[src/sv/fir_pkg.sv]
// Shared types and constants for the streaming FIR filter.
package fir_pkg;

  // Filter length and field widths.
  localparam int TAP_COUNT = 41;
  localparam int SAMPLE_W  = 16;
  localparam int IDX_W     = 6;
  localparam int PROD_W    = 2 * SAMPLE_W;
  // Worst-case product magnitude is 2^30, so log2 of the tap count extra bits suffice.
  localparam int ACC_W     = PROD_W + $clog2(TAP_COUNT);
  // Width that holds any tap number and any tap index word without aliasing.
  localparam int SEL_W     = ($clog2(TAP_COUNT + 1) > IDX_W) ? $clog2(TAP_COUNT + 1) : IDX_W;

  // Rounding from Q8.30 to Q1.15.
  localparam int FRAC_SHIFT = SAMPLE_W - 1;
  localparam int ROUND_BIAS = 1 << (FRAC_SHIFT - 1);
  localparam int RQ_W       = ACC_W + 1 - FRAC_SHIFT;
  localparam int SAT_MAX    = (1 << (SAMPLE_W - 1)) - 1;
  localparam int SAT_MIN    = -(1 << (SAMPLE_W - 1));

  typedef enum logic [0:0] {
    ACT_PUSH = 1'b0,
    ACT_LOAD = 1'b1
  } action_t;

  typedef struct packed {
    action_t                     action;
    logic signed [SAMPLE_W-1:0]  sample;
    logic        [IDX_W-1:0]     tap_index;
    logic signed [SAMPLE_W-1:0]  tap_value;
  } req_word_t;

  typedef struct packed {
    logic signed [SAMPLE_W-1:0]  filtered;
    logic                        clipped;
  } rsp_word_t;

  // Data that one cell hands to the next: delayed sample, the sum token and the running sum.
  typedef struct packed {
    logic signed [SAMPLE_W-1:0]  sample;
    logic                        tok;
    logic signed [ACC_W-1:0]     acc;
  } tap_link_t;

  // Control that the top level drives into each cell.
  typedef struct packed {
    logic                        shift;
    logic                        load;
    logic signed [SAMPLE_W-1:0]  tap_value;
  } cell_ctrl_t;

endpackage

[src/sv/fir_out_stage.sv]
// Rounding, saturation and the output register with a one-word holding slot.
module fir_out_stage (
  input  logic                clk,
  input  logic                rst,
  input  fir_pkg::tap_link_t  fin_link,
  input  logic                rsp_stall,
  output logic                rsp_valid,
  output fir_pkg::rsp_word_t  rsp_word,
  output logic                hold_busy
);

  logic signed [fir_pkg::ACC_W:0]      rsum;
  logic signed [fir_pkg::RQ_W-1:0]     rq;
  fir_pkg::rsp_word_t                  result;
  fir_pkg::rsp_word_t                  hold_word;
  logic                                hold_valid;
  logic                                out_free;

  // Add half an LSB and drop the fraction bits (floor), then clamp to 16 bits.
  always_comb begin
    rsum = (fir_pkg::ACC_W + 1)'(fin_link.acc) + (fir_pkg::ACC_W + 1)'(fir_pkg::ROUND_BIAS);
    rq   = rsum[fir_pkg::ACC_W:fir_pkg::FRAC_SHIFT];
    if (rq > fir_pkg::RQ_W'(fir_pkg::SAT_MAX)) begin
      result.filtered = fir_pkg::SAMPLE_W'(fir_pkg::SAT_MAX);
      result.clipped  = 1'b1;
    end else if (rq < fir_pkg::RQ_W'(fir_pkg::SAT_MIN)) begin
      result.filtered = fir_pkg::SAMPLE_W'(fir_pkg::SAT_MIN);
      result.clipped  = 1'b1;
    end else begin
      result.filtered = rq[fir_pkg::SAMPLE_W-1:0];
      result.clipped  = 1'b0;
    end
  end

  assign out_free = !rsp_valid || !rsp_stall;

  // Output register; a result that finds it stalled waits in the holding slot.
  always_ff @(posedge clk) begin
    if (rst) begin
      rsp_valid  <= 1'b0;
      hold_valid <= 1'b0;
    end else begin
      if (out_free) begin
        if (hold_valid) begin
          rsp_valid  <= 1'b1;
          hold_valid <= 1'b0;
        end else begin
          rsp_valid <= fin_link.tok;
        end
      end else if (fin_link.tok) begin
        hold_valid <= 1'b1;
      end
    end
  end

  always_ff @(posedge clk) begin
    if (out_free) begin
      if (hold_valid) begin
        rsp_word <= hold_word;
      end else if (fin_link.tok) begin
        rsp_word <= result;
      end
    end else if (fin_link.tok) begin
      hold_word <= result;
    end
  end

  assign hold_busy = hold_valid;

endmodule

[config.mk]
export PLATFORM = sky130hd
export DESIGN_NAME = fir_out_stage
export DESIGN_NICKNAME = d
export VERILOG_FILES = /design/src/sv/fir_pkg.sv /design/src/sv/fir_out_stage.sv
export SDC_FILE = /design/constraint.sdc
export NUM_CORES = 1
export LEC_CHECK = 0
export CAP_MARGIN = 20
export CORE_MARGIN = 2
export CORE_UTILIZATION = 66
export DETAILED_ROUTE_END_ITERATION = 8
export DONT_BUFFER_PORTS = 1
export PLACE_DENSITY = 0.82
export SLEW_MARGIN = 20
export SYNTH_ARGS = -nofsm -noshare
export SYNTH_HDL_FRONTEND = slang
export SYNTH_SLANG_ARGS = --single-unit
[constraint.sdc]
create_clock -name clk -period 3.7 [get_ports clk]
set_input_delay 0.185 -clock clk [delete_from_list [all_inputs] [get_ports clk]]
set_output_delay 0.185 -clock clk [all_outputs]
set_load 0.03 [all_outputs]
==> results of run 1 <==
[worst max-delay path by stage]
stage	slack [ns]	to	depth (start not counted)
3_3_place_gp	1.02	rsp_word[12]	6
3_5_place_dp	0.91	rsp_word[14]	6
6_report	1.22	rsp_word[1]	6
4_1_cts	1.26	rsp_word[1]	6
2_1_floorplan	1.46	rsp_word[0]	3
5_1_grt	1.08	rsp_word[1]	6
[kinds of logic (layout without fill, tap and decap cells)]
group / after synthesis / count (layout) / synth area share
and+or+nand+nor: 76 / 76 / 0.199
AOI/OAI and AO/OA: 61 / 61 / 0.193
DFF: 36 / 36 / 0.470
buffers and inverters: 31 / 28 / 0.0592
xor gates and xnor gates: 18 / 18 / 0.0698
adders and majority gates: 1 / 1 / 0.00554
muxes: 1 / 1 / 0.00443
[power breakdown]
part	switching [mW]	leakage [nW]	internal, mW
registers	0.0379	0.336	0.473
logic	0.0626	0.382	0.0367
clock network	0.114	0.0386	0.112
total	0.215	0.756	0.621
[worst max-delay path, stage by stage]
cell       delay, ns
nand3_1         0.32
nor4_1          0.57
mux2i_1         0.28
a22oi_2         0.10
a211oi_2        0.87
a2111oi_1       0.16
[per-layer routing]
metal,vias up,wire length (µm),global-route usage
met5,-,0,0
met4,0,27,0.0833
met3,3,384,0.0613
met2,98,2280,0.405
met1,822,1970,0.319
li1,853,-,-
[synth_stat cells (all sizes together) (2+ instances only)]
master / count / share of area
a2111oi: 3 / 0.013
a211oi: 4 / 0.016
a21oi: 3 / 0.0066
a22oi: 2 / 0.0089
a311oi: 13 / 0.050
and2: 2 / 0.0055
and3: 3 / 0.0083
and4: 4 / 0.016
buf: 5 / 0.015
clkbuf: 10 / 0.017
dfxtp: 2 / 0.018
edfxtp: 34 / 0.45
inv: 16 / 0.027
nand2: 10 / 0.017
nand2b: 5 / 0.014
nand3: 13 / 0.029
nand4: 4 / 0.018
nor2: 15 / 0.025
nor3: 7 / 0.016
nor3b: 2 / 0.0066
nor4: 5 / 0.023
nor4b: 2 / 0.0078
o21ai: 20 / 0.044
o22ai: 6 / 0.017
o31ai: 5 / 0.017
or4: 2 / 0.0083
xnor2: 8 / 0.031
xor2: 10 / 0.039
[area by class of cell]
class	count	area [µm²]
multi-input combinational	157	1060
inverter	16	60.1
tap	46	57.6
timing repair buffer	4	32.5
clock buffer	8	68.8
sequential	36	1060
fill	274	966
[metrics by stage]
| step | setup slack [ns] | instances | util |
|---|---|---|---|
| after global placement | 1.02 | 258 | 0.684 |
| after detailed placement | 0.907 | 258 | 0.684 |
| after global routing | 1.08 | 267 | 0.708 |
| after floorplan | 1.46 | 224 | - |
| after CTS | 1.26 | 267 | 0.708 |
| final | 1.22 | 267 | 0.708 |
[sequential cells by signal, summed over array words and instances, names as in the netlist]
name / flops
hold_busy: 1
hold_word: 17
rsp_valid: 1
rsp_word: 17
[cells in the final DEF, fill, tap and decap left out, types with 4 or more instances in the layout]
cell,instances
edfxtp_1,34
nand3_1,13
xor2_1,10
a311oi_1,13
nor2_1,15
xnor2_1,8
nand2b_1,5
inv_1,16
and4_1,4
clkbuf_4,5
nor3_1,7
nand2_1,10
o31ai_1,5
o22ai_1,6
o21ai_0,18
==> results.py, run 1 <==
metrics = {
    "hold_path": {
        "hp-start": "rsp_stall",
        "min_to": "hold_busy",
        "min_path_cells": 2,
        "hold_class": "in -> reg",
    },
    "logic_synthesis": {
        "synth-seq-cells": 36,
        "syn_inst": 224,
        "synth_edf_count": 34,
        "synth_nets": 283,
        "yosys_warnings": 0,
        "ys_seq_area_frac": 0.470,
        "synth_area_um2": 2260,
        "synth-main-ff-cell": "edfxtp_1",
        "synth.avg_cell_area_um2": 10.1,
        "async_flop_share": 0,
        "synth_cell_types": 48,
    },
    "clock_tree": {
        "tritoncts": "yes",
        "clk_latency_ns": 0.34,
        "ctsResizeCount": 0,
        "clock_path_buffers": 2,
        "post-cts-setup-buffers": 0,
        "hold_buffers": 1,
        "cts.reportedPaths.clkPinSlew_ns": 0.08,
        "cts_root_buffer": "clkbuf_4",
        "numClockSinks": 36,
        "numCtsBuffers": 5,
        "h-tree-depth": 2,
    },
    "timing": {
        "slew_headroom": 0.308,
        "tightest_slew_ns": 1.03,
        "setup_tns_ns": 0,
        "hold_ws_ns": 0.0131,
        "final_max_slew_viol_count": 0,
        "grt_setup_unrepaired": "false",
        "finalCritPeriodShare": 0.670,
        "fin_worst_skew_ns": 0.00958,
        "hold_viol": 0,
        "setup_viol": 0,
        "fmaxAchievable_mhz": 403,
        "fin_crit_ns": 2.48,
    },
    "floorplan": {
        "pin_count": 77,
        "core-area_um2": 3310,
        "initial_core_util": 0.683,
        "rows": 21,
        "fp.dieH_um": 62.5,
        "die_width_um": 62.5,
        "dieArea_um2": 3910,
    },
    "critical_path": {
        "critPathLaunchType": "input port",
        "worstPathMaxFanout": 15,
        "crit_required_ns": 3.72,
        "r2r_start": "hold_busy",
        "rr_worst_depth": 4,
        "worst_r2r_endpoint": "rsp_word[14]",
        "crit_path_end_kind": "flip-flop",
        "ff2ff_setup_slack_ns": 1.83,
        "cp-startpoint": "fin_link[20]",
        "cp.arrival_ns": 2.50,
        "path_class": "in -> reg",
    },
    "power_and_ir_drop": {
        "ir_worst_vdd_mv": 0.145,
        "leakage_nw": 0.756,
        "p_per_area_nw_per_um2": 357,
        "finalPower_uw": 836,
    },
    "routing": {
        "totalWireLength_um": 4670,
        "via_per_inst": 6.65,
        "vias": 1776,
        "drc": 0,
        "firstDrtPassIters": 5,
        "ant_nets": 0,
        "wl_per_cell_um": 17.5,
        "drt_iter0_markers": 143,
    },
    "placement": {
        "hpwl_um": 3420,
        "placed_area_um2": 2270,
        "portBuffers": 0,
        "gp_congestion": 0.845,
    },
    "global_routing": {
        "grt_pass1_vias": 1667,
        "antenna_found_initial": 0,
        "grt_pass1_wl_um": 7510,
        "overflow": 0,
        "grt_use_total": 0.246,
        "grt_max_degree": 31,
    },
    "cells_and_area": {
        "n_antenna_cell": 0,
        "final_layout_size_suffix_gt1_frac": 0.0769,
        "final_area_um2": 2340,
        "nNetsFinal": 279,
        "syn_to_final_growth_pct": 3.77,
    },
    "flow_run": {
        "cap_viol_max_count": 0,
    },
    "status": {
        "status": "completed",
    },
}
No activity file was read; power rests on OpenSTA's default activity.
==> run 2: changes to the inputs <==
--- a/config.mk
+++ b/config.mk
@@ -5,12 +5,13 @@
 export SDC_FILE = /design/constraint.sdc
 export NUM_CORES = 1
 export LEC_CHECK = 0
+export ABC_AREA = 1
 export CAP_MARGIN = 20
 export CORE_MARGIN = 2
-export CORE_UTILIZATION = 66
+export CORE_UTILIZATION = 63
 export DETAILED_ROUTE_END_ITERATION = 8
 export DONT_BUFFER_PORTS = 1
-export PLACE_DENSITY = 0.82
+export PLACE_DENSITY = 0.79
 export SLEW_MARGIN = 20
 export SYNTH_ARGS = -nofsm -noshare
 export SYNTH_HDL_FRONTEND = slang
==> constraint.sdc (replaced) <==
create_clock -name clk -period 2.4 [get_ports clk]
set_input_delay 0.12 -clock clk [delete_from_list [all_inputs] [get_ports clk]]
set_output_delay 0.12 -clock clk [all_outputs]
set_load 0.03 [all_outputs]
==> run 2 against run 1 <==
  * Final area up 7.5%
  * Cell count up 28%
  * Worst setup slack got worse by 0.58 ns
  * Combinational power increased by 65%
  * Clock skew down 0.0051 ns
  * Global-route usage decreased by 3.4 points
  * Non-clock buffer count increased by 1
  * Sequential cell count unchanged
  * Die area up 10%
  * Hold slack improved by 0.014 ns
  * Largest power group unchanged
==> results.py, run 2 <==
metrics = {
    "cells_and_area": {
        "final_layout_size_suffix_gt1_frac": 0.167,
        "reg_top3": "hold_word: 17 flops, rsp_word: 17 flops",
        "fin_util": 0.689,
        "syn_to_final_growth_pct": 5.39,
        "nNetsFinal": 352,
        "layout_common_cells": "127 x nand2_1, 34 x edfxtp_1, 30 x nor2_1",
        "final_common_cell": "nand2_1",
        "n_antenna_cell": 0,
    },
    "placement": {
        "portBuffers": 0,
        "gp_congestion": 0.868,
        "hpwl_um": 3350,
        "place_ws_ns": 0.324,
    },
    "clock_tree": {
        "cts.reportedPaths.clkPinSlew_ns": 0.06,
        "post-cts-setup-buffers": 0,
        "ctsResizeCount": 0,
        "h-tree-depth": 2,
        "numClockSinks": 36,
        "cts_root_buffer": "clkbuf_8",
        "tritoncts": "yes",
        "numCtsBuffers": 5,
        "clock_path_buffers": 2,
        "clk_latency_ns": 0.28,
        "hold_buffers": 1,
    },
    "routing": {
        "ant_nets": 0,
        "firstDrtPassIters": 5,
        "totalWireLength_um": 4050,
        "drc": 0,
        "wl_per_cell_um": 11.8,
        "drt_iter0_markers": 136,
        "via_per_inst": 5.09,
        "vias": 1740,
    },
    "critical_path": {
        "path_class": "in -> reg",
        "rr_worst_depth": 3,
        "cp-startpoint": "fin_link[14]",
        "crit_path_end_kind": "flip-flop",
        "worstPathMaxFanout": 16,
        "setup.worst_path.end": "rsp_word[6]",
        "cp.depth": 13,
        "crit_required_ns": 2.44,
        "critPathLaunchType": "input port",
        "cp_top_family": "simple AND/OR/NAND/NOR gates",
        "cp_slowest_cell": "nand2_4",
        "crit_chain": "ha_1 -> nand2_2 -> nor2_4 -> nand2_2 -> o21ai_1 -> nand2_2 -> nor2_1 -> and2_1 -> nand2_2 -> nand2_4 -> nand2_1 -> nand2_1 -> nand2_1",
        "r2r_start": "hold_busy",
        "slowest_delay_ns": 0.27,
        "cp.arrival_ns": 1.79,
        "worst_r2r_endpoint": "rsp_word[12]",
        "ff2ff_setup_slack_ns": 1.02,
        "cp_num_buf_inv": 0,
        "crit_top_cell": "nand2_2",
    },
    "floorplan": {
        "fp.dieH_um": 65.6,
        "rows": 22,
        "dieArea_um2": 4310,
        "initial_core_util": 0.653,
        "die_width_um": 65.6,
        "pin_count": 77,
        "core-area_um2": 3660,
    },
    "flow_run": {
        "cap_viol_max_count": 0,
    },
    "logic_synthesis": {
        "synth.avg_cell_area_um2": 8.36,
        "synth_top_area_cell": "edfxtp_1",
        "synth-main-ff-cell": "edfxtp_1",
        "syn_inst": 286,
        "yosys_warnings": 0,
        "synth_cell_types": 26,
        "async_flop_share": 0,
        "ys_top_cells_by_count": "127 x nand2_1, 34 x edfxtp_1, 30 x nor2_1, 21 x nand2_4",
        "synth_nets": 345,
        "yosysTopAreaCellShare": 0.427,
        "synth-seq-cells": 36,
        "synth.area.top_cells": "edfxtp_1 43%, nand2_1 20%, nand2_4 9.9%, xor2_1 4.8%, nor2_1 4.7%",
        "synth.most_common_cell": "nand2_1",
        "synth_edf_count": 34,
        "ys_seq_area_frac": 0.444,
        "synth_area_um2": 2390,
    },
    "timing": {
        "setup_viol": 0,
        "fin_worst_skew_ns": 0.00443,
        "setup_ws_ns": 0.644,
        "fmaxAchievable_mhz": 569,
        "slew_headroom": 0.720,
        "hold_ws_ns": 0.0266,
        "fin_crit_ns": 1.76,
        "tightest_slew_ns": 0.420,
        "hold_viol": 0,
        "grt_setup_unrepaired": "false",
        "final_max_slew_viol_count": 0,
        "finalCritPeriodShare": 0.732,
        "setup_tns_ns": 0,
    },
    "global_routing": {
        "antenna_found_initial": 0,
        "grt_pass1_vias": 1674,
        "grt_max_degree": 19,
        "overflow": 0,
        "grt_use_total": 0.212,
        "grt_pass1_wl_um": 6940,
    },
    "power_and_ir_drop": {
        "finalPower_mw": 1.36,
        "ir_worst_vdd_mv": 0.224,
        "p_per_area_nw_per_um2": 538,
        "leakage_nw": 1.05,
    },
    "hold_path": {
        "hold_class": "in -> reg",
        "hp-start": "fin_link[38]",
    },
    "status": {
        "status": "completed",
    },
}
run 2: changes by cell type in the layout (fill, tap and decap cells not counted), sizes merged, moves of 6 or more:
cell,before,now
nand2,10,154
o21ai,20,2
o22ai,6,0
nor2,15,39
a311oi,13,0
xnor2,8,1
run 2: worst min-delay path by stage:
stage | endpoint | slack [ns] | depth (start not counted)
5_1_grt | rsp_valid | 0.04 | 2
4_1_cts | rsp_valid | 0.01 | 2
6_report | rsp_valid | 0.03 | 2
2_1_floorplan | rsp_valid | 0.19 | 1
3_3_place_gp | rsp_valid | 0.19 | 1
3_5_place_dp | rsp_valid | 0.19 | 1
run 2: metrics by stage:
stage | area [µm²] | std cells
2_1_floorplan | 2390 | 286
3_3_place_gp | 2420 | 333
3_5_place_dp | 2420 | 333
4_1_cts | 2520 | 342
5_1_grt | 2520 | 342
6_report | 2520 | 342
run 2: power by group:
part           internal (mW)  leakage, nW  switching (mW)
Sequential             0.728        0.329          0.0535
Clock                  0.233       0.0455           0.178
Combinational         0.0562        0.675           0.108
run 2: final cells by class:
class | instances | area (µm²)
timing repair buffer | 5 | 40.0
inverter | 14 | 52.6
sequential | 36 | 1060
fill | 300 | 1140
multi-input combinational | 231 | 1220
clock buffer | 8 | 90.1
tap | 48 | 60.1
run 2: layer usage:
| layer | vias to the layer above | routed length, µm | GRT usage |
|---|---|---|---|
| met2 | 72 | 2020 | 0.369 |
| met1 | 745 | 1690 | 0.238 |
| li1 | 919 | - | - |
| met5 | - | 0 | 0 |
| met3 | 4 | 283 | 0.0548 |
| met4 | 0 | 59 | 0.107 |
run 2: cell families after synthesis:
group,share of synthesized area
buf+inv,0.0476
flops,0.444
xor+xnor,0.0513
simple gates,0.444
fa+ha+maj,0.00523
compound gates,0.00836
