File: config.mk
export PLATFORM = sky130hd
export DESIGN_NAME = fir_cell
export DESIGN_NICKNAME = d
export VERILOG_FILES = /design/src/sv/fir_pkg.sv /design/src/sv/fir_cell.sv
export SDC_FILE = /design/constraint.sdc
export NUM_CORES = 1
export LEC_CHECK = 0
export BUFFER_PORTS_ARGS = -buffer_cell sky130_fd_sc_hd__buf_2
export CORE_MARGIN = 5
export CORE_UTILIZATION = 47
export DETAILED_ROUTE_END_ITERATION = 8
export HOLD_SLACK_MARGIN = 0.08
export PLACE_DENSITY_LB_ADDON = 0.08
export SLEW_MARGIN = 0
export SYNTH_ARGS = -nofsm -noshare
export SYNTH_HDL_FRONTEND = slang
export SYNTH_SLANG_ARGS = --single-unit
File: constraint.sdc
create_clock -name clk -period 11.1 [get_ports clk]
set_clock_uncertainty 0.15 [all_clocks]
set_input_delay 0.555 -clock clk [delete_from_list [all_inputs] [get_ports clk]]
set_output_delay 0.555 -clock clk [all_outputs]
set_load 0.02 [all_outputs]
File: src/sv/fir_pkg.sv
// Shared types and constants for the streaming FIR filter.
package fir_pkg;

  // Filter length and field widths.
  localparam int TAP_COUNT = 41;
  localparam int SAMPLE_W  = 16;
  localparam int IDX_W     = 6;
  localparam int PROD_W    = 2 * SAMPLE_W;
  // Worst-case product magnitude is 2^30, so log2 of the tap count extra bits suffice.
  localparam int ACC_W     = PROD_W + $clog2(TAP_COUNT);
  // Width that holds any tap number and any tap index word without aliasing.
  localparam int SEL_W     = ($clog2(TAP_COUNT + 1) > IDX_W) ? $clog2(TAP_COUNT + 1) : IDX_W;

  // Rounding from Q8.30 to Q1.15.
  localparam int FRAC_SHIFT = SAMPLE_W - 1;
  localparam int ROUND_BIAS = 1 << (FRAC_SHIFT - 1);
  localparam int RQ_W       = ACC_W + 1 - FRAC_SHIFT;
  localparam int SAT_MAX    = (1 << (SAMPLE_W - 1)) - 1;
  localparam int SAT_MIN    = -(1 << (SAMPLE_W - 1));

  typedef enum logic [0:0] {
    ACT_PUSH = 1'b0,
    ACT_LOAD = 1'b1
  } action_t;

  typedef struct packed {
    action_t                     action;
    logic signed [SAMPLE_W-1:0]  sample;
    logic        [IDX_W-1:0]     tap_index;
    logic signed [SAMPLE_W-1:0]  tap_value;
  } req_word_t;

  typedef struct packed {
    logic signed [SAMPLE_W-1:0]  filtered;
    logic                        clipped;
  } rsp_word_t;

  // Data that one cell hands to the next: delayed sample, the sum token and the running sum.
  typedef struct packed {
    logic signed [SAMPLE_W-1:0]  sample;
    logic                        tok;
    logic signed [ACC_W-1:0]     acc;
  } tap_link_t;

  // Control that the top level drives into each cell.
  typedef struct packed {
    logic                        shift;
    logic                        load;
    logic signed [SAMPLE_W-1:0]  tap_value;
  } cell_ctrl_t;

endpackage

File: src/sv/fir_cell.sv
// One tap cell: delay stage, coefficient, product register and a slice of the sum chain.
module fir_cell (
  input  logic               clk,
  input  logic               rst,
  input  fir_pkg::cell_ctrl_t ctrl,
  input  fir_pkg::tap_link_t link_in,
  output fir_pkg::tap_link_t link_out
);

  logic signed [fir_pkg::SAMPLE_W-1:0] sample;
  logic signed [fir_pkg::SAMPLE_W-1:0] coef;
  logic signed [fir_pkg::PROD_W-1:0]   prod;
  logic                                tok;
  logic signed [fir_pkg::ACC_W-1:0]    acc;

  // Delay stage, coefficient and token carry reset values.
  always_ff @(posedge clk) begin
    if (rst) begin
      sample <= '0;
      coef   <= '0;
      tok    <= 1'b0;
    end else begin
      if (ctrl.shift) begin
        sample <= link_in.sample;
      end
      if (ctrl.load) begin
        coef <= ctrl.tap_value;
      end
      tok <= link_in.tok;
    end
  end

  // The product is registered every cycle; the sum advances when the token passes.
  always_ff @(posedge clk) begin
    prod <= coef * sample;
    if (link_in.tok) begin
      acc <= link_in.acc + fir_pkg::ACC_W'(prod);
    end
  end

  assign link_out.sample = sample;
  assign link_out.tok    = tok;
  assign link_out.acc    = acc;

endmodule

==> impl_metrics.json, run 1 <==
{
  "largest_net_degree_at_the_start_of_global_routing": 40,
  "design.die.area_um2": 34700,
  "place_inst": 1999,
  "critical_path.startpoint_type": "flip-flop",
  "syn_area_um2": 14600,
  "antenna_found_initial": 0,
  "ys_seq_area_share_pct": 16.7,
  "drv_cap": 0,
  "synth_async_sr_flop_share_pct": 0,
  "worst_slew_margin_rel_pct": 35.0,
  "post_synth_inst_count": 1519,
  "drt_iter0_markers": 479,
  "mappedNetlistNets": 1976,
  "grt_setup_unrepaired": "false",
  "grt_use_met2_pct": 34.1,
  "grt_usage_pct": 20.8,
  "cts_repair_resize_count": 0,
  "clock_latency_ns": 0.37,
  "fin_crit_sh_pct": 60.6,
  "combinational_family_with_the_most_area_after_synthesis": "adder cells",
  "cts.root.buffer_cell": "sky130_fd_sc_hd__clkbuf_16",
  "cts_htree_levels": 3,
  "first_global_vias": 11000,
  "route.detailed.wl_per_inst_um": 16.8,
  "final_nets": 2071,
  "crit_path_top_delay_cell": "sky130_fd_sc_hd__fa_1",
  "placement_rows": 64,
  "setup_violations": 0,
  "n_antenna_cell": 0,
  "grt_first_pass_wirelength_mm": 56.8,
  "final_layout_size_suffix_gt1_share_pct": 9.82,
  "final.fill_count": 2901,
  "share_clk_of_total_power_pct": 16.3,
  "synth-edff-count": 38,
  "gr-usage-met1_pct": 29.2,
  "cpPeakStageDelay_ns": 0.84,
  "setup_tns_ns": 0,
  "cts_num_sinks": 103,
  "post_cts_buffers": 0,
  "standard_cell_core_area_um2": 30600,
  "maximum_root_to_sink_buffer_count": 2,
  "groute.layer.met3.usage_pct": 3.05,
  "critical-path-top-cell-by-count": "sky130_fd_sc_hd__fa_1",
  "route.detailed.vias_per_inst": 5.04,
  "clkSlewWorstSetupHoldPaths_ns": 0.08,
  "chipWidth_um": 186,
  "gr-max-usage-layer": "met2",
  "switching_power_uw": 834,
  "die_height_um": 186,
  "critPathBufInv": 3,
  "sw_share_pct": 42.5,
  "post_cts_hold_buffer_count": 0,
  "timing.fmax_ghz": 0.149,
  "maxSlewViolCount": 0,
  "timing.critical_path.required_ns": 11.23,
  "cts_buffers": 9,
  "timing.critical_path.fanout_max": 18,
  "timing.final.crit_period_ns": 6.73,
  "place.detailed.hpwl_mm": 27.8,
  "final_antenna_net_count": 0,
  "yosys.area_share.xor_xnor_pct": 4.20,
  "synthFlopType": "sky130_fd_sc_hd__dfxtp_1",
  "synth_simple_gate_area_share_pct": 14.3,
  "drt_first_pass_iters": 5,
  "routabilityCongestion": 0.866,
  "worst_pin_slew_ns": 0.975,
  "post_synthesis_register_bit_count": 103,
  "synth_cell_type_count": 65,
  "hold_viol_final": 0,
  "run_status": "finished, final reports clean",
  "placement.io_buffers": 129,
  "syn_area_per_cell_um2": 9.61,
  "crit_arrival_ns": 6.86,
  "syn_to_final_growth_pct": 8.68,
  "internal-power_uw": 1130,
  "layout.cells.most_common": "sky130_fd_sc_hd__inv_1",
  "finalPower_uw": 1960,
  "vdd.ir_drop.worst_v": 0.0000824,
  "remaining_drc_errors": 0,
  "finalWirelength_mm": 33.8,
  "muxShareOfSynthArea_pct": 2.19,
  "path_cells": "nand2_1 -> inv_1 -> fa_1 -> fa_1 -> fa_1 -> fa_1 -> fa_1 -> inv_1 -> fa_1 -> inv_1 -> ha_1 -> nand2_1 -> a21oi_1 -> and2_1 -> a221oi_1 -> a21oi_1 -> o31ai_1 -> nor2_1 -> a211oi_1",
  "power.leakage_uw": 0.00804,
  "worst_hold_path_type": "in -> reg",
  "layout.cells.most_common_list": "300 x sky130_fd_sc_hd__inv_1, 263 x sky130_fd_sc_hd__fa_1, 146 x sky130_fd_sc_hd__nand2_1",
  "synth_warnings": 0,
  "power.density_nw_per_um2": 124,
  "crit_type": "reg -> reg",
  "tritoncts": "built",
  "synth_fa_ha_area_share_pct": 46.3,
  "combPwrFrac_pct": 53.4,
  "globalRouteOverflowTotal": 0,
  "critPathTopFamily": "adder cells",
  "num_vias": 10200,
  "floorplan.initialDensity_pct": 47.7,
  "final_cell_count_no_fill": 2015,
  "crit_path_end_kind": "flip-flop",
  "floorplan.io_pins": 130,
  "pwr-share-seq_pct": 30.4,
  "synth-compound-area-share_pct": 7.41
}
power groups by stage:
stage | combinational [uW] | clock, uW | sequential, uW
after floorplan | 730 | 0 | 648
after detailed placement | 1050 | 0 | 604
after global placement | 1040 | 0 | 604
after CTS | 1050 | 331 | 596
final | 1050 | 319 | 595
after global routing | 1190 | 345 | 607
worst paths after layout:
path | startpoint | end | slack (ns) | cells past startpoint
worst max-delay path | sample[1]$_SDFFE_PP0P_ | prod[31]$_DFF_P_ | 4.37 | 19
worst min-delay path | link_in[54] | sample[15]$_SDFFE_PP0P_ | 0.27 | 3
worst max register to register | sample[1]$_SDFFE_PP0P_ | prod[31]$_DFF_P_ | 4.37 | 19
worst min register to register | prod[0]$_DFF_P_ | acc[0]$_DFFE_PP_ | 0.39 | 1
routing by layer:
metal / vias up / routed length [um]
li1: 4899 / -
met1: 4981 / 15800
met2: 242 / 15600
met3: 38 / 1720
met4: 0 / 694
met5: - / 0
area by class of cell:
type / count / area, um^2 / share of cell area [%]
Clock buffer: 9 / 225 / 1.42
Clock inverter: 7 / 70.1 / 0.442
Inverter: 300 / 1130 / 7.10
Multi-Input combinational cell: 1070 / 10900 / 68.4
Sequential cell: 103 / 2440 / 15.4
Tap cell: 396 / 495 / 3.12
Timing Repair Buffer: 130 / 653 / 4.12
worst register-to-register path: cells and delay by family (launching register included):
family	cells	cell delay, ns
AOI/OAI and AO/OA	5	1.19
adders and majority gates	7	3.74
buffers and inverters	3	0.25
DFF	1	0.76
and+or+nand+nor	4	0.56
Yosys cell counts (all sizes together), types with 3 or more instances:
cell type  number  area share (%)
o31ai           4            0.21
fa            263              36
a31oi           7            0.30
xnor2          55             3.3
o22ai           4            0.17
clkbuf         43             1.1
a21o           14            0.73
nor2           77             2.0
inv           300             7.7
o21a           10            0.51
nor3           11            0.41
or3             3            0.14
edfxtp         38             7.8
and2          136             5.8
a21boi          3            0.15
a21oi          59             2.0
dfxtp          65             8.9
o311ai          3            0.18
mux2i          32             2.2
nor2b           8            0.34
nand2b         10            0.43
o21bai         10            0.54
a211oi          7            0.43
and3            4            0.18
o21ai          23            0.81
buf             3            0.10
nand2         146             3.8
xor2           15            0.90
nand3          16            0.55
ha            119              10
sequential cells by signal, summed over array words and instances, names as in the netlist:
signal	count
acc	38
coef	16
tok	1
sample	16
prod	32
metrics by stage:
| step | utilization [%] | hold WS (ns) | area, um^2 | setup slack, ns |
|---|---|---|---|---|
| floorplan | - | 0.346 | 14600 | 4.82 |
| global placement | 50.9 | 0.354 | 15600 | 4.54 |
| detailed placement | 50.9 | 0.372 | 15600 | 4.41 |
| CTS | 51.9 | 0.252 | 15900 | 4.38 |
| global route | 51.9 | 0.278 | 15900 | 3.91 |
| finish | 51.9 | 0.269 | 15900 | 4.37 |
cell families after synthesis:
logic type,count (synthesis)
AND/OR/NAND/NOR,423
adder cells (fa/ha/maj),382
buffers and inverters,346
AO/OA/AOI/OAI,163
flip-flops,103
XOR/XNOR,70
multiplexers,32
No activity file was read; power rests on OpenSTA's default activity.
==> run 2: changes to the inputs <==
==> constraint.sdc (replaced) <==
create_clock -name clk -period 5.63 [get_ports clk]
set_clock_uncertainty 0.15 [all_clocks]
set_input_delay 0.2815 -clock clk [delete_from_list [all_inputs] [get_ports clk]]
set_output_delay 0.2815 -clock clk [all_outputs]
set_load 0.02 [all_outputs]
==> impl_metrics.json, run 2 (synthesized netlist as in run 1, its figures left out) <==
{
  "run_status": "finished with violations",
  "violations": "negative setup slack",
  "chipWidth_um": 186,
  "largest_net_degree_at_the_start_of_global_routing": 40,
  "vdd.ir_drop.worst_v": 0.000150,
  "regMostFlops": "acc",
  "timing.fmax_ghz": 0.173,
  "cts_htree_levels": 3,
  "worst_slack_ns": -0.152,
  "number_of_flip_flops_in_the_largest_register": 38,
  "worstRegToRegCells": 20,
  "cts_buffers": 9,
  "num_vias": 11100,
  "r2r_end": "prod[30]$_DFF_P_",
  "timing.final.crit_period_ns": 5.78,
  "layout.cells.most_common": "sky130_fd_sc_hd__inv_1",
  "finalWirelength_mm": 36.5,
  "final_cell_area_um2": 18100,
  "critPathBufInv": 4,
  "grt_first_pass_wirelength_mm": 61.4,
  "cts_num_sinks": 103,
  "tritoncts": "built",
  "standard_cell_core_area_um2": 30600,
  "maximum_root_to_sink_buffer_count": 2,
  "clock_latency_ns": 0.37,
  "holdPathStages": 3,
  "clkSlewWorstSetupHoldPaths_ns": 0.09,
  "critical-path-top-cell-by-count": "sky130_fd_sc_hd__fa_1",
  "globalRouteOverflowTotal": 0,
  "crit_path_end_kind": "flip-flop",
  "syn_to_final_growth_pct": 24.2,
  "power.leakage_uw": 0.00918,
  "drt_iter0_markers": 408,
  "worst_hold_path_type": "in -> reg",
  "n_antenna_cell": 0,
  "place.detailed.hpwl_mm": 30.3,
  "cpPeakStageDelay_ns": 0.54,
  "dp_slack_ns": -0.364,
  "grt_setup_unrepaired": "true",
  "grt_usage_pct": 22.2,
  "antenna_found_initial": 0,
  "cts.root.buffer_cell": "sky130_fd_sc_hd__clkbuf_16",
  "hold_viol_final": 0,
  "drv_cap": 0,
  "placement.io_buffers": 129,
  "crit_type": "reg -> reg",
  "path_cells": "and2_4 -> fa_1 -> inv_2 -> fa_1 -> fa_1 -> inv_2 -> fa_1 -> fa_1 -> inv_1 -> fa_1 -> inv_2 -> ha_4 -> o21a_1 -> o211a_1 -> a221oi_2 -> o21ai_2 -> a211o_1 -> a41o_1 -> o22ai_2 -> xnor2_1",
  "floorplan.initialDensity_pct": 47.7,
  "setup.reg_to_reg.worst_slack_ns": -0.15,
  "design.die.area_um2": 34700,
  "critPathTopFamily": "adder cells",
  "internal-power_uw": 2470,
  "route.detailed.wl_per_inst_um": 16.4,
  "timing.critical_path.required_ns": 5.72,
  "switching_power_uw": 1760,
  "worst_r2r_startpoint": "coef[10]$_SDFFE_PP0P_",
  "final_layout_size_suffix_gt1_share_pct": 25.0,
  "worst_pin_slew_ns": 0.967,
  "route.detailed.vias_per_inst": 4.98,
  "maxSlewViolCount": 0,
  "routabilityCongestion": 0.932,
  "remaining_drc_errors": 0,
  "worst_hold_startpoint": "link_in[37]",
  "combPwrFrac_pct": 57.6,
  "layout.cells.most_common_list": "284 x sky130_fd_sc_hd__inv_1, 241 x sky130_fd_sc_hd__fa_1, 154 x sky130_fd_sc_hd__buf_4",
  "post_dp_cell_area_um2": 16900,
  "pwr-share-seq_pct": 26.8,
  "power.density_nw_per_um2": 233,
  "setup_violations": 8,
  "final_antenna_net_count": 0,
  "drt_first_pass_iters": 5,
  "die_height_um": 186,
  "sw_share_pct": 41.6,
  "first_global_vias": 12000,
  "min_delay_worst_endpoint": "acc[37]$_DFFE_PP_",
  "timing.critical_path.fanout_max": 7,
  "biggestRegsByFlops": "acc (38), prod (32)",
  "share_clk_of_total_power_pct": 15.5,
  "placement_rows": 64,
  "crit_arrival_ns": 5.87,
  "final_nets": 2278,
  "worst_slew_margin_rel_pct": 35.5,
  "critical_path.startpoint_type": "flip-flop",
  "floorplan.io_pins": 130,
  "crit_path_top_delay_cell": "sky130_fd_sc_hd__fa_1",
  "fin_crit_sh_pct": 103
}
==> run 2: routing by layer <==
| layer | global-route usage, % | up-vias | routed length, um | share of wire, % |
|---|---|---|---|---|
| met4 | 4.49 | 0 | 640 | 1.8 |
| met5 | 0 | - | 0 | 0 |
| met3 | 2.51 | 42 | 1560 | 4.3 |
| li1 | - | 5325 | - | - |
| met2 | 38.3 | 225 | 17800 | 49 |
| met1 | 30.5 | 5468 | 16500 | 45 |
==> run 2: power by group through the flow <==
| stage | sequential (uW) | combinational [uW] | clock (uW) |
|---|---|---|---|
| floorplan | 1280 | 1490 | 0 |
| global placement | 1160 | 2280 | 0 |
| detailed placement | 1160 | 2310 | 0 |
| CTS | 1140 | 2400 | 681 |
| global route | 1160 | 2750 | 707 |
| finish | 1130 | 2440 | 657 |
==> run 2: what timing repair did <==
action,in CTS,in global routing
gates resized for setup,89,48
pin swaps,39,33
setup buffers,24,5
hold buffers,33,0
endpoints found under the hold margin,33,0
setup endpoints to repair,16,17
==> run 2: stage by stage <==
stage / total power [uW] / setup TNS [ns] / hold slack, ns / cells / util, %
after detailed placement: 3470 / -2.57 / 0.355 / 2145 / 55.2
final: 4230 / -0.590 / 0.180 / 2222 / 59.3
after global routing: 4610 / -2.61 / 0.176 / 2222 / 59.3
after global placement: 3440 / -1.54 / 0.353 / 2145 / 55.2
after floorplan: 2770 / -0.268 / 0.244 / 1519 / -
after CTS: 4220 / -0.425 / 0.173 / 2217 / 58.7
==> run 2: how the worst max path moves through the flow <==
stage	from	endpoint	slack, ns	cells after the start
2_1_floorplan	sample[8]$_SDFFE_PP0P_	prod[30]$_DFF_P_	-0.16	23
3_3_place_gp	coef[9]$_SDFFE_PP0P_	prod[30]$_DFF_P_	-0.26	20
3_5_place_dp	coef[9]$_SDFFE_PP0P_	prod[30]$_DFF_P_	-0.36	19
4_1_cts	sample[4]$_SDFFE_PP0P_	prod[28]$_DFF_P_	-0.13	20
5_1_grt	sample[5]$_SDFFE_PP0P_	prod[30]$_DFF_P_	-0.33	21
6_report	coef[10]$_SDFFE_PP0P_	prod[30]$_DFF_P_	-0.15	20
==> run 2: area by class of cell <==
type | instances | area [um^2]
multi-input cells | 1070 | 11200
clock inverters | 6 | 57.6
clock buffers | 10 | 239
flip-flops and latches | 103 | 2530
repair buffers | 337 | 2440
fillers | 2741 | 12500
inverters | 300 | 1130
well taps | 396 | 495
==> run 2: tightest hold or removal path, stage by stage <==
cell and delay [ns]:
sky130_fd_sc_hd__buf_2 0.09, sky130_fd_sc_hd__xor2_1 0.07, sky130_fd_sc_hd__xnor2_1 0.14
==> run 3: changes to the inputs <==
--- a/config.mk
+++ b/config.mk
@@ -11,6 +11,7 @@
 export DETAILED_ROUTE_END_ITERATION = 8
 export HOLD_SLACK_MARGIN = 0.08
 export PLACE_DENSITY_LB_ADDON = 0.08
+export SKIP_LAST_GASP = 1
 export SLEW_MARGIN = 0
 export SYNTH_ARGS = -nofsm -noshare
 export SYNTH_HDL_FRONTEND = slang
==> impl_metrics.json, run 3 (synthesized netlist as in run 1, its figures left out) <==
{
  "final_layout_size_suffix_gt1_share_pct": 26.1,
  "floorplan.initialDensity_pct": 47.7,
  "pwr-share-seq_pct": 26.8,
  "num_vias": 11100,
  "placement.io_buffers": 129,
  "floorplan.io_pins": 130,
  "final_antenna_net_count": 0,
  "grt_usage_pct": 22.2,
  "cts.root.buffer_cell": "sky130_fd_sc_hd__clkbuf_16",
  "drt_iter0_markers": 469,
  "timing.final.crit_period_ns": 5.80,
  "crit_path_end_kind": "flip-flop",
  "chipWidth_um": 186,
  "worst_hold_path_type": "in -> reg",
  "design.die.area_um2": 34700,
  "post_dp_cell_area_um2": 16900,
  "post-route-util_pct": 59.7,
  "internal-power_uw": 2470,
  "placement_rows": 64,
  "grt_first_pass_wirelength_mm": 61.4,
  "first_global_vias": 12000,
  "combPwrFrac_pct": 57.8,
  "timing.fmax_ghz": 0.172,
  "grt_setup_unrepaired": "true",
  "syn_to_final_growth_pct": 25.1,
  "worstRegToRegCells": 20,
  "final_cell_area_um2": 18300,
  "crit_arrival_ns": 5.89,
  "antenna_found_initial": 0,
  "cts_num_sinks": 103,
  "power.leakage_uw": 0.00922,
  "final.fill_count": 2737,
  "multi_input_logic_area_um2": 11300,
  "worst_r2r_startpoint": "coef[9]$_SDFFE_PP0P_",
  "drt_first_pass_iters": 6,
  "violations": "negative setup slack",
  "timing.critical_path.from": "coef[9]$_SDFFE_PP0P_",
  "switching_power_uw": 1770,
  "final_nets": 2285,
  "worst_slew_margin_rel_pct": 35.6,
  "route.detailed.wl_per_inst_um": 16.5,
  "tritoncts": "built",
  "n_antenna_cell": 0,
  "maximum_root_to_sink_buffer_count": 2,
  "sequential_cell_area_um2": 2530,
  "fin_crit_sh_pct": 103,
  "largest_net_degree_at_the_start_of_global_routing": 40,
  "hold_viol_final": 0,
  "remaining_drc_errors": 0,
  "place_inst": 2145,
  "routabilityCongestion": 0.932,
  "drv_cap": 0,
  "number_of_flip_flops_in_the_largest_register": 38,
  "die_height_um": 186,
  "final_cell_count_no_fill": 2229,
  "critical_path.endpoint": "prod[30]$_DFF_P_",
  "setup_tns_ns": -0.785,
  "vdd.ir_drop.worst_v": 0.000153,
  "layout.cells.most_common": "sky130_fd_sc_hd__inv_1",
  "setup.reg_to_reg.worst_slack_ns": -0.17,
  "standard_cell_core_area_um2": 30600,
  "cts_buffers": 9,
  "run_status": "finished with violations",
  "path_cells": "and2_4 -> fa_1 -> inv_2 -> fa_1 -> fa_1 -> inv_2 -> fa_1 -> fa_1 -> inv_1 -> fa_1 -> inv_2 -> ha_4 -> o21a_1 -> o211a_4 -> a221oi_2 -> o21ai_2 -> a211o_1 -> a41o_1 -> o22ai_2 -> xnor2_1",
  "worst_slack_ns": -0.168,
  "critical-path-top-cell-by-count": "sky130_fd_sc_hd__fa_1",
  "maxSlewViolCount": 0,
  "critical_path.startpoint_type": "flip-flop",
  "crit_path_top_delay_cell": "sky130_fd_sc_hd__fa_1",
  "cpPeakStageDelay_ns": 0.54,
  "clock_latency_ns": 0.37,
  "clkSlewWorstSetupHoldPaths_ns": 0.09,
  "timing.critical_path.fanout_max": 7,
  "layout.cells.most_common_list": "278 x sky130_fd_sc_hd__inv_1, 240 x sky130_fd_sc_hd__fa_1, 154 x sky130_fd_sc_hd__buf_4",
  "crit_type": "reg -> reg",
  "route.detailed.vias_per_inst": 4.98,
  "timing.critical_path.required_ns": 5.72,
  "globalRouteOverflowTotal": 0,
  "regMostFlops": "acc",
  "worst_pin_slew_ns": 0.966,
  "place.detailed.hpwl_mm": 30.3,
  "cts_htree_levels": 3,
  "finalWirelength_mm": 36.8,
  "finalPower_uw": 4240,
  "setup_violations": 8,
  "sw_share_pct": 41.7,
  "power.density_nw_per_um2": 232,
  "r2r_end": "prod[30]$_DFF_P_",
  "share_clk_of_total_power_pct": 15.5,
  "biggestRegsByFlops": "acc (38), prod (32)"
}
run 3: cell types whose count changed in the layout (fill, tap and decap cells not counted), sizes merged:
cell      change
buf           +7
clkinvlp      +1
inv           -1
run 3: repair_timing:
item	4_1_cts	5_1_grt
endpoints found under the hold margin	33	0
setup buffers	24	13
setup endpoints to repair	16	17
hold buffers	33	0
resized for setup	88	74
pin swaps	39	55
run 3: layout make-up:
cell class	instances	area share, %
clock buffer	10	1.31
clock inverter	6	0.315
inverter	300	6.19
multi-input combinational	1070	61.7
sequential	103	13.9
tap	396	2.71
timing repair buffer	344	13.9
run 3: metal layers:
metal,global-route usage [%],vias to the layer above,share of wire (%)
met1,30.6,5448,45
met4,4.49,0,1.7
met3,2.51,42,4.5
met5,0,-,0
met2,38.3,262,49
li1,-,5340,-
run 3: worst max-delay path: cells and delay by family (launching register included):
family | cells | cell delay [ns]
DFF | 1 | 0.38
xor gates and xnor gates | 1 | 0.09
buffers and inverters | 4 | 0.20
adders and majority gates | 7 | 3.24
and+or+nand+nor | 1 | 0.16
AOI/OAI and AO/OA | 7 | 1.46
run 3: worst min-delay path by stage:
stage | slack (ns) | from | cells after the start | to
floorplan | 0.24 | link_in[38] | 0 | acc[0]$_DFFE_PP_
global placement | 0.35 | prod[0]$_DFF_P_ | 1 | acc[0]$_DFFE_PP_
detailed placement | 0.36 | prod[0]$_DFF_P_ | 1 | acc[0]$_DFFE_PP_
CTS | 0.17 | link_in[37] | 3 | acc[37]$_DFFE_PP_
global route | 0.18 | link_in[37] | 3 | acc[37]$_DFFE_PP_
finish | 0.18 | link_in[37] | 3 | acc[37]$_DFFE_PP_
run 3: power groups by stage:
stage / clock (uW) / combinational [uW] / sequential (uW)
after floorplan: 0 / 1490 / 1280
after global placement: 0 / 2280 / 1160
after detailed placement: 0 / 2310 / 1160
after CTS: 681 / 2400 / 1140
after global routing: 706 / 2760 / 1160
final: 656 / 2450 / 1130
run 3: stage by stage:
step                      setup slack, ns  hold WS (ns)
final                              -0.168         0.180
after global routing               -0.338         0.176
after CTS                          -0.132         0.173
after detailed placement           -0.364         0.355
after global placement             -0.255         0.353
after floorplan                    -0.155         0.244
